===== src/sv/i2cm_pkg.sv =====
`default_nettype none

package i2cm_pkg;

   localparam int unsigned CFG_WIDTH = 16;
   localparam int unsigned CSR_INDEX_WIDTH = 1;
   localparam int unsigned BITS_PER_BYTE = 8;

   localparam logic [CSR_INDEX_WIDTH-1:0] CSR_SETUP_TICKS = 1'd0;
   localparam logic [CSR_INDEX_WIDTH-1:0] CSR_HIGH_TICKS = 1'd1;

   localparam logic [CFG_WIDTH-1:0] SETUP_TICKS_RESET = 16'd40;
   localparam logic [CFG_WIDTH-1:0] HIGH_TICKS_RESET = 16'd16;

   localparam logic [1:0] OP_START = 2'd0;
   localparam logic [1:0] OP_STOP = 2'd1;
   localparam logic [1:0] OP_WRITE = 2'd2;
   localparam logic [1:0] OP_READ = 2'd3;

   localparam logic [3:0] BIT_COUNT_LAST = 4'd8;

   typedef enum logic [3:0] {
      PH_IDLE       = 4'd0,
      PH_START_A    = 4'd1,
      PH_START_B    = 4'd2,
      PH_STOP       = 4'd3,
      PH_WR_DATA    = 4'd4,
      PH_WR_HIGH    = 4'd5,
      PH_WR_ACK     = 4'd6,
      PH_RD_HIGH    = 4'd7,
      PH_RD_ACK_SET = 4'd8,
      PH_RD_ACK_HI  = 4'd9
   } phase_type;

   typedef struct packed {
      logic       cmd_valid;
      logic [1:0] opcode;
      logic [7:0] write_byte;
      logic       send_ack;
      logic       scl_level;
      logic       sda_level;
   } req_type;

   typedef struct packed {
      logic       scl_drive_low;
      logic       sda_drive_low;
      logic       busy_res;
      logic       done_res;
      logic [7:0] read_data;
      logic       ack_received;
      logic       bus_idle;
   } rsp_type;

   typedef struct packed {
      phase_type  phase;
      logic [3:0] bit_count;
      logic [7:0] shift_reg;
      logic       scl_low;
      logic       sda_low;
      logic       ack_flag;
      logic       ack_seen;
      logic [7:0] read_hold;
   } state_type;

endpackage

`default_nettype wire


===== src/sv/i2cm_step.sv =====
`default_nettype none

module i2cm_step #(
   parameter int unsigned TICK_COUNTER_WIDTH = 16
) (
   input  wire i2cm_pkg::state_type                state_cur,
   input  wire logic [TICK_COUNTER_WIDTH-1:0]      tick_cur,
   input  wire i2cm_pkg::req_type                  item,
   input  wire logic [i2cm_pkg::CFG_WIDTH-1:0]     setup_ticks,
   input  wire logic [i2cm_pkg::CFG_WIDTH-1:0]     high_ticks,
   output i2cm_pkg::state_type                     state_nxt,
   output logic [TICK_COUNTER_WIDTH-1:0]           tick_nxt,
   output i2cm_pkg::rsp_type                       rsp
);

   localparam int unsigned CW = (TICK_COUNTER_WIDTH > i2cm_pkg::CFG_WIDTH) ?
                                TICK_COUNTER_WIDTH : i2cm_pkg::CFG_WIDTH;
   localparam logic [CW-1:0] TICK_MASK = CW'({TICK_COUNTER_WIDTH{1'b1}});

   logic                          use_setup;
   logic [CW-1:0]                 delay_ext;
   logic [CW-1:0]                 limit_ext;
   logic [TICK_COUNTER_WIDTH-1:0] limit;
   logic                          expired;
   logic [TICK_COUNTER_WIDTH-1:0] tick_step;
   logic                          done;
   logic [3:0]                    bit_inc;

   // one shared timer compare, setup delay for start and stop, high time otherwise
   always_comb begin
      use_setup = (state_cur.phase == i2cm_pkg::PH_START_A) ||
                  (state_cur.phase == i2cm_pkg::PH_START_B) ||
                  (state_cur.phase == i2cm_pkg::PH_STOP);
      delay_ext = use_setup ? CW'(setup_ticks) : CW'(high_ticks);
      limit_ext = (delay_ext > TICK_MASK) ? TICK_MASK : delay_ext;
      limit = limit_ext[TICK_COUNTER_WIDTH-1:0];
      expired = (tick_cur >= limit);
      tick_step = expired ? '0 : tick_cur + 1'b1;
   end

   assign bit_inc = state_cur.bit_count + 4'd1;

   always_comb begin
      state_nxt = state_cur;
      tick_nxt = tick_cur;
      done = 1'b0;
      unique case (state_cur.phase)
         i2cm_pkg::PH_IDLE: begin
            if (item.cmd_valid) begin
               tick_nxt = '0;
               unique case (item.opcode)
                  i2cm_pkg::OP_START: begin
                     state_nxt.sda_low = 1'b1;
                     state_nxt.phase = i2cm_pkg::PH_START_A;
                  end
                  i2cm_pkg::OP_STOP: begin
                     state_nxt.scl_low = 1'b0;
                     state_nxt.phase = i2cm_pkg::PH_STOP;
                  end
                  i2cm_pkg::OP_WRITE: begin
                     state_nxt.shift_reg = item.write_byte;
                     state_nxt.bit_count = '0;
                     state_nxt.scl_low = 1'b1;
                     state_nxt.phase = i2cm_pkg::PH_WR_DATA;
                  end
                  default: begin
                     state_nxt.shift_reg = '0;
                     state_nxt.bit_count = '0;
                     state_nxt.ack_flag = item.send_ack;
                     state_nxt.scl_low = 1'b1;
                     state_nxt.sda_low = 1'b0;
                     state_nxt.phase = i2cm_pkg::PH_RD_HIGH;
                  end
               endcase
            end
         end
         i2cm_pkg::PH_START_A: begin
            tick_nxt = tick_step;
            if (expired) begin
               state_nxt.scl_low = 1'b1;
               state_nxt.phase = i2cm_pkg::PH_START_B;
            end
         end
         i2cm_pkg::PH_START_B: begin
            tick_nxt = tick_step;
            if (expired) begin
               done = 1'b1;
               state_nxt.phase = i2cm_pkg::PH_IDLE;
            end
         end
         i2cm_pkg::PH_STOP: begin
            tick_nxt = tick_step;
            if (expired) begin
               state_nxt.sda_low = 1'b0;
               done = 1'b1;
               state_nxt.phase = i2cm_pkg::PH_IDLE;
            end
         end
         i2cm_pkg::PH_WR_DATA: begin
            tick_nxt = '0;
            if (state_cur.bit_count >= i2cm_pkg::BIT_COUNT_LAST) begin
               state_nxt.sda_low = 1'b0;
               state_nxt.phase = i2cm_pkg::PH_WR_ACK;
            end else begin
               state_nxt.sda_low = ~state_cur.shift_reg[7];
               state_nxt.phase = i2cm_pkg::PH_WR_HIGH;
            end
         end
         i2cm_pkg::PH_WR_HIGH: begin
            tick_nxt = tick_step;
            if (expired) begin
               state_nxt.scl_low = 1'b1;
               state_nxt.shift_reg = {state_cur.shift_reg[6:0], 1'b0};
               state_nxt.bit_count = bit_inc;
               state_nxt.phase = i2cm_pkg::PH_WR_DATA;
            end else begin
               state_nxt.scl_low = 1'b0;
            end
         end
         i2cm_pkg::PH_WR_ACK: begin
            // release scl, then wait out clock stretching before sampling ack
            if (tick_cur == '0) begin
               state_nxt.scl_low = 1'b0;
               tick_nxt = TICK_COUNTER_WIDTH'(1);
            end else if (item.scl_level) begin
               state_nxt.ack_seen = ~item.sda_level;
               state_nxt.scl_low = 1'b1;
               state_nxt.sda_low = 1'b1;
               tick_nxt = '0;
               done = 1'b1;
               state_nxt.phase = i2cm_pkg::PH_IDLE;
            end
         end
         i2cm_pkg::PH_RD_HIGH: begin
            tick_nxt = tick_step;
            if (expired) begin
               state_nxt.shift_reg = {state_cur.shift_reg[6:0], item.sda_level};
               state_nxt.scl_low = 1'b1;
               state_nxt.bit_count = bit_inc;
               if (bit_inc >= i2cm_pkg::BIT_COUNT_LAST) begin
                  state_nxt.phase = i2cm_pkg::PH_RD_ACK_SET;
               end
            end else begin
               state_nxt.scl_low = 1'b0;
            end
         end
         i2cm_pkg::PH_RD_ACK_SET: begin
            state_nxt.scl_low = 1'b1;
            state_nxt.sda_low = state_cur.ack_flag;
            tick_nxt = '0;
            state_nxt.phase = i2cm_pkg::PH_RD_ACK_HI;
         end
         i2cm_pkg::PH_RD_ACK_HI: begin
            tick_nxt = tick_step;
            if (expired) begin
               state_nxt.scl_low = 1'b1;
               state_nxt.sda_low = 1'b1;
               state_nxt.read_hold = state_cur.shift_reg;
               done = 1'b1;
               state_nxt.phase = i2cm_pkg::PH_IDLE;
            end else begin
               state_nxt.scl_low = 1'b0;
            end
         end
         default: begin
            state_nxt.phase = i2cm_pkg::PH_IDLE;
            tick_nxt = '0;
         end
      endcase
   end

   always_comb begin
      rsp.scl_drive_low = state_nxt.scl_low;
      rsp.sda_drive_low = state_nxt.sda_low;
      rsp.busy_res = (state_nxt.phase != i2cm_pkg::PH_IDLE);
      rsp.done_res = done;
      rsp.read_data = state_nxt.read_hold;
      rsp.ack_received = state_nxt.ack_seen;
      rsp.bus_idle = item.scl_level & item.sda_level;
   end

endmodule

`default_nettype wire


===== src/sv/i2c_master_byte_engine.sv =====
`default_nettype none

// Open-drain I2C master. Each item is one tick of the bus timer: the sampled
// SCL and SDA levels plus an optional start, stop, write-byte or read-byte
// command, which is only looked at while the engine is idle. Every item gives
// exactly one result: the SCL and SDA pull-down controls, busy, done, the last
// read byte, the last write ACK and whether the bus reads idle. One item is
// taken per clock cycle unless req_stall is high; an item passes an input
// register, the combinational controller step and a result register. A
// stalled result holds the input register and stalls req until the result is
// taken. The user writes setup_ticks and high_ticks through the csr port only
// while no item is in flight; the block itself does not enforce this.
module i2c_master_byte_engine #(
   parameter int unsigned TICK_COUNTER_WIDTH = 16
) (
   input  wire                                         clock,
   input  wire                                         reset,
   input  wire                                         req_valid,
   output logic                                        req_stall,
   input  wire i2cm_pkg::req_type                      req_data,
   output logic                                        rsp_valid,
   input  wire                                         rsp_stall,
   output i2cm_pkg::rsp_type                           rsp_data,
   input  wire                                         csr_we,
   input  wire logic [i2cm_pkg::CSR_INDEX_WIDTH-1:0]   csr_index,
   input  wire logic [i2cm_pkg::CFG_WIDTH-1:0]         csr_wdata
);

   logic                              in_valid_ff;
   logic                              in_valid_in;
   i2cm_pkg::req_type                 in_data_ff;
   logic                              rsp_valid_ff;
   logic                              rsp_valid_in;
   i2cm_pkg::rsp_type                 rsp_data_ff;
   i2cm_pkg::rsp_type                 rsp_data_in;
   i2cm_pkg::state_type               state_ff;
   i2cm_pkg::state_type               state_in;
   logic [TICK_COUNTER_WIDTH-1:0]     tick_ff;
   logic [TICK_COUNTER_WIDTH-1:0]     tick_in;
   logic [i2cm_pkg::CFG_WIDTH-1:0]    setup_ticks_ff;
   logic [i2cm_pkg::CFG_WIDTH-1:0]    high_ticks_ff;
   logic                              accept;
   logic                              advance;

   assign advance = in_valid_ff && (!rsp_valid_ff || !rsp_stall);
   assign req_stall = in_valid_ff && !advance;
   assign accept = req_valid && !req_stall;
   assign in_valid_in = accept || (in_valid_ff && !advance);
   assign rsp_valid_in = advance || (rsp_valid_ff && rsp_stall);
   assign rsp_valid = rsp_valid_ff;
   assign rsp_data = rsp_data_ff;

   i2cm_step #(
      .TICK_COUNTER_WIDTH(TICK_COUNTER_WIDTH)
   ) u_step (
      .state_cur   (state_ff),
      .tick_cur    (tick_ff),
      .item        (in_data_ff),
      .setup_ticks (setup_ticks_ff),
      .high_ticks  (high_ticks_ff),
      .state_nxt   (state_in),
      .tick_nxt    (tick_in),
      .rsp         (rsp_data_in)
   );

   always_ff @(posedge clock) begin
      if (reset) begin
         in_valid_ff <= 1'b0;
         rsp_valid_ff <= 1'b0;
      end else begin
         in_valid_ff <= in_valid_in;
         rsp_valid_ff <= rsp_valid_in;
      end
   end

   always_ff @(posedge clock) begin
      if (accept) begin
         in_data_ff <= req_data;
      end
      if (advance) begin
         rsp_data_ff <= rsp_data_in;
      end
   end

   always_ff @(posedge clock) begin
      if (reset) begin
         state_ff.phase <= i2cm_pkg::PH_IDLE;
         state_ff.bit_count <= '0;
         state_ff.shift_reg <= '0;
         state_ff.scl_low <= 1'b0;
         state_ff.sda_low <= 1'b0;
         state_ff.ack_flag <= 1'b0;
         state_ff.ack_seen <= 1'b0;
         state_ff.read_hold <= '0;
         tick_ff <= '0;
      end else if (advance) begin
         state_ff <= state_in;
         tick_ff <= tick_in;
      end
   end

   always_ff @(posedge clock) begin
      if (reset) begin
         setup_ticks_ff <= i2cm_pkg::SETUP_TICKS_RESET;
         high_ticks_ff <= i2cm_pkg::HIGH_TICKS_RESET;
      end else if (csr_we) begin
         unique case (csr_index)
            i2cm_pkg::CSR_SETUP_TICKS: setup_ticks_ff <= csr_wdata;
            i2cm_pkg::CSR_HIGH_TICKS: high_ticks_ff <= csr_wdata;
            default: ;
         endcase
      end
   end

`ifndef ASSERT_OFF
   a_done_not_busy: assert property (@(posedge clock) disable iff (reset)
      rsp_valid_ff |-> !(rsp_data_ff.done_res && rsp_data_ff.busy_res))
      else $error("done and busy reported together");

   a_bit_count_range: assert property (@(posedge clock) disable iff (reset)
      state_ff.bit_count <= i2cm_pkg::BIT_COUNT_LAST)
      else $error("bit counter past one byte");

   a_idle_holds: assert property (@(posedge clock) disable iff (reset)
      (advance && state_ff.phase == i2cm_pkg::PH_IDLE && !in_data_ff.cmd_valid)
      |=> state_ff.phase == i2cm_pkg::PH_IDLE)
      else $error("left idle without a command");

   a_stall_only_when_full: assert property (@(posedge clock) disable iff (reset)
      req_stall |-> (in_valid_ff && rsp_valid_ff && rsp_stall))
      else $error("input stalled with room downstream");
`endif

endmodule

`default_nettype wire

===== config.mk =====
export PLATFORM = sky130hd
export DESIGN_NAME = i2c_master_byte_engine
export DESIGN_NICKNAME = d
export VERILOG_FILES = /design/src/sv/i2cm_pkg.sv /design/src/sv/i2cm_step.sv /design/src/sv/i2c_master_byte_engine.sv
export SDC_FILE = /design/constraint.sdc
export NUM_CORES = 1
export LEC_CHECK = 0
export BUFFER_PORTS_ARGS = -buffer_cell sky130_fd_sc_hd__buf_2
export CAP_MARGIN = 20
export CORE_MARGIN = 1
export CORE_UTILIZATION = 59
export DETAILED_ROUTE_END_ITERATION = 12
export PLACE_DENSITY_LB_ADDON = 0.05
export SYNTH_ARGS = -nofsm -noshare
export SYNTH_HDL_FRONTEND = slang
export SYNTH_SLANG_ARGS = --single-unit

===== constraint.sdc =====
create_clock -name clock -period 5.1 [get_ports clock]
set_clock_uncertainty 0.15 [all_clocks]
set_input_delay 1.02 -clock clock [delete_from_list [all_inputs] [get_ports clock]]
set_output_delay 1.02 -clock clock [all_outputs]
set_load 0.005 [all_outputs]

# == Yosys cells after proc, flatten, opt, wreduce, memory -nomap -nowiden ==
# Index checks and enable logic that the tools add are counted.
# W data, S select, Z words.
# classes
addsub,2
order_cmp,4
eq_ne,16
mux,41
n_bitwise,5
reduce_logical,29
# ops
operator,count
$mux W16,8
$pmux W16 S3,1
$pmux W12 S3,1
$pmux W4 S8,1
$pmux W12 S2,1
$mux W4,5
$mux W19,1
$add A16 B1 Y16 const B,1
$eq A4 B3 Y1 const B,4
$ge A16 B16 Y1,1
$gt A16 B16 Y1 const B,1
$logic_not A16 Y1,1
$mux W8,2
$mux W1,13
$pmux W3 S3,1
$reduce_or A3 Y1,3
$eq A4 B2 Y1 const B,2
$eq A4 B4 Y1 const B,2
$ge A4 B4 Y1 const B,2
$pmux W1 S2,3
$pmux W1 S6,1
$reduce_and A6 Y1,1
$reduce_or A6 Y1,1
$logic_or A1 B1 Y1,5
other kinds (21),35
# totals
ff_bits,106
output_inout_bits,16

# == Logic depth before layout (Yosys ltp) ==
# logic_depth
word_depth,10
depth_mapped,14
mapped_depth_nobuf,10

# == By module ==
# From an unflattened synthesis, not the netlist that was laid out.
# unflattened
hier_cells,678
area_unflattened_um2,5913.2
# modules_own_cells
mod,instances,cells_per_inst,area_per_inst_um2,seq_area_each_um2
i2c_master_byte_engine,1,371,3834.9,2402.3
i2cm_step,1,307,2078.2,0.0

# == Worst setup path after synthesis ==
# OpenSTA, ideal clock, no wires.
# synth_path
kind,reg-to-reg
start,reg state_ff[26] (netlist name)
end,"reg rsp_data_ff, in the netlist rsp_data[2] (data pin)"
setup_time_ns,0.260
t_arrival_ns,4.204
slack_ns,0.486
stages_incl_launch_ff,14
path_buffers,4
synth_period_minus_slack_ns,4.614
cell_sequence,dfxtp_1 > clkbuf_1 > clkbuf_1 > nor3_1 > buf_2 > mux2i_1 > ha_1 > nand4_2 > or3_4 > nor4_1 > nor3_1 > buf_2 > nor2_2 > mux2_2
# synth_rtl
element,line_no,source
from (decl),i2c_master_byte_engine.sv:36,i2cm_pkg::state_type state_ff;
from (signal assigned),i2c_master_byte_engine.sv:97,state_ff <= state_in;
to (signal assigned),i2c_master_byte_engine.sv:81,rsp_data_ff <= rsp_data_in;
to (decl),i2c_master_byte_engine.sv:34,i2cm_pkg::rsp_type rsp_data_ff;

==> metrics <==
outcome=complete, no violations; flop-to-flop setup slack=between 0.7 and 0.8 ns; Crit path required time=5.08 ns; worst min-delay path class=reg -> reg; setup slack after layout=0.716 ns; CP Launch Point=state_ff[24]; placed cell count=around 730; RD Place Congestion=0.881; Pwr per Cell Area=285 nW/um^2; Register-to-Register Path Depth=11; reg2reg end=rsp_data[2]; dpl hpwl=about 8400 um; syn nets=656; post-synth top area cell=dfxtp_1; pre-CTS setup slack=0.724 ns; Die ar.=9440 sq um; Final Instance Count excl. Fillers=747; global-route wire length before repair=19700 um; top post-synthesis cells by count=nand2_1, dfxtp_1, a21oi_1, nor2_1; max-cap viol count=0; clock root buffer=clkbuf_8; Leakage Power=2.23 nW; register bit count reported by yosys=106; Die X=97.2 um; ANT nets after route=0; CP startpoint kind=flop; clock transition at the registers of the reported paths=0.10 ns; Seq/Total Area, Yosys=between 40% and 50%; CP Capture Type=flop; Post-synth top flop=dfxtp_1; share of layout cells above drive strength 1=between 10% and 20%; Syn Std Cell Area=between 5000 and 6000 sq um; io pins=between 50 and 60; FP Rows=34; Top delay family on crit path=simple AND/OR/NAND/NOR gates; Critical Path AT=4.36 ns; Area after DPL=5660 sq um; crit path cell chain=nor2_1 > nor3_2 > buf_4 > mux2i_1 > ha_1 > nand4_2 > or3_4 > nor4_1 > nor3_1 > nor2_2 > mux2_2; Slowest Stage Delay on Critical Path=0.63 ns; antenna violations before repair=0; most common cell in the netlist=nand2_1; synthesized instance count=596; CTS Buf Count=9; CTS tree=built; Synth area leaders=dfxtp_1, edfxtp_1, nand2_1, ha_1, a21oi_1; core area=around 8800 sq um; DRC errors left=0; worst vdd ir=0.000203 V; vias per cell=approximately 6; Min Hold Slack=0.310 ns; Final nets=694; ANT cells=0; Setup violations, final=0; Remaining Overflow, GRT=0; Initial Util=about 61%; Area Overhead vs Synth=10.4%; vias=4422; Final Instance Area=about 6000 sq um; headroom to the max-slew limit=between 40% and 50%; setup_tns=0 ns; vias in the first global route=slightly above 4000; critical path depth in cells=11; All-Layer GR Usage=25.8%; actual slew at the worst max-slew pin=0.791 ns; Max Fclk=228 MHz; H-tree levels=3; WP buf/inv=1; Final Cycle Share=approximately 86%; Avg Synthesized Cell Area=8.96 sq um; Hold Crit Start=high_ticks_ff[6]; Iter 0 DRT Violations=between 200 and 250; Post-synth ARST share=0%; Post-synth EDFFs=28; PostCTS Resize Cnt=0; Synth top area share=29.2%; CTS sink cnt=106; FF-to-FF Start=state_ff[24]; Setup CP Type=reg -> reg; top fanout value on the critical path=15; Final Util=67.3%; pin count of the biggest net entering global routing=39; First-pass DRT Iterations=5; port bufs=51; DIE HEIGHT=approximately 97 um; RSZ-0062 raised after global routing=no; Final Hold Viols=0; Slowest-stage cell, CP=nor4_1; Final Max Slew Viols=0; Total Wirelength=around 12000 um; Hold-fix buffers, CTS=0; Worst-Skew Late Latency=between 0.3 and 0.4 ns; Syn. warnings=0; end point of the critical path=rsp_data[2]; Final min period=approximately 4.4 ns; wire per inst=15.7 um; CTS Buffer Depth=2; Yosys cell types=56; # fillers=747; final total power=1.68 mW; post-CTS setup buffer count=0
-- worst min-delay path, stage by stage (launching register included) --
cell and delay, ns:
dfxtp_1 0.32, nand2_1 0.05, a21oi_1 0.05
-- where the power goes --
part	total [mW]	switching [mW]	leakage, nW	internal (mW)
Combinational	0.215	0.130	1.21	0.0857
Sequential	0.915	0.0194	0.905	0.895
Clock	0.554	0.314	0.107	0.241
-- state kept, by name (all words and copies together) (netlist names) --
register	count
state_ff	28
tick_ff	16
setup_ticks_ff	16
rsp_valid	1
in_data_ff	14
in_valid_ff	1
high_ticks_ff	16
rsp_data	14
-- final cells by class --
class / count / area (sq um) / area share, %
timing repair buffer: 60 / 327 / 5.54
multi-input combinational: 447 / 2780 / 47.1
inverter: 10 / 37.5 / 0.636
clock buffer: 9 / 124 / 2.10
sequential: 106 / 2400 / 40.7
tap: 108 / 135 / 2.29
clock inverter: 7 / 93.8 / 1.59
-- routing by layer --
| layer | wire length (um) | track usage, % |
|---|---|---|
| met2 | 5380 | 39.4 |
| met3 | 493 | 4.60 |
| met1 | 5670 | 37.1 |
| met4 | 186 | 8.61 |
| met5 | 0 | 0 |
-- placed cells by master, fill, tap and decap left out, types with 14 or more instances in the layout --
cell / netlist / routed
dfxtp_1: 78 / 78
mux2i_1: 26 / 26
nand3_1: 19 / 19
nor2_1: 57 / 57
a21oi_1: 57 / 57
edfxtp_1: 28 / 28
o21ai_0: 14 / 14
nand2_1: 95 / 95
nor3_1: 15 / 14
ha_1: 24 / 24
buf_2: 3 / 51
-- cell families after synthesis --
group	after synthesis	synth area share, %
mux	36	6.98
flops	106	45.0
simple gates	247	21.9
fa+ha+maj	24	5.62
buf+inv	43	3.09
xor+xnor	15	2.46
compound gates	125	15.0
-- how the worst min path moves through the flow --
| stage | endpoint | slack, ns | depth (start not counted) |
|---|---|---|---|
| after floorplan | setup_ticks_ff[0] | 0.28 | 2 |
| after global placement | setup_ticks_ff[2] | 0.29 | 2 |
| after detailed placement | high_ticks_ff[12] | 0.30 | 2 |
| after CTS | high_ticks_ff[12] | 0.31 | 2 |
| after global routing | setup_ticks_ff[14] | 0.33 | 2 |
| final | high_ticks_ff[6] | 0.31 | 2 |
(Power assumes the default switching activity.)
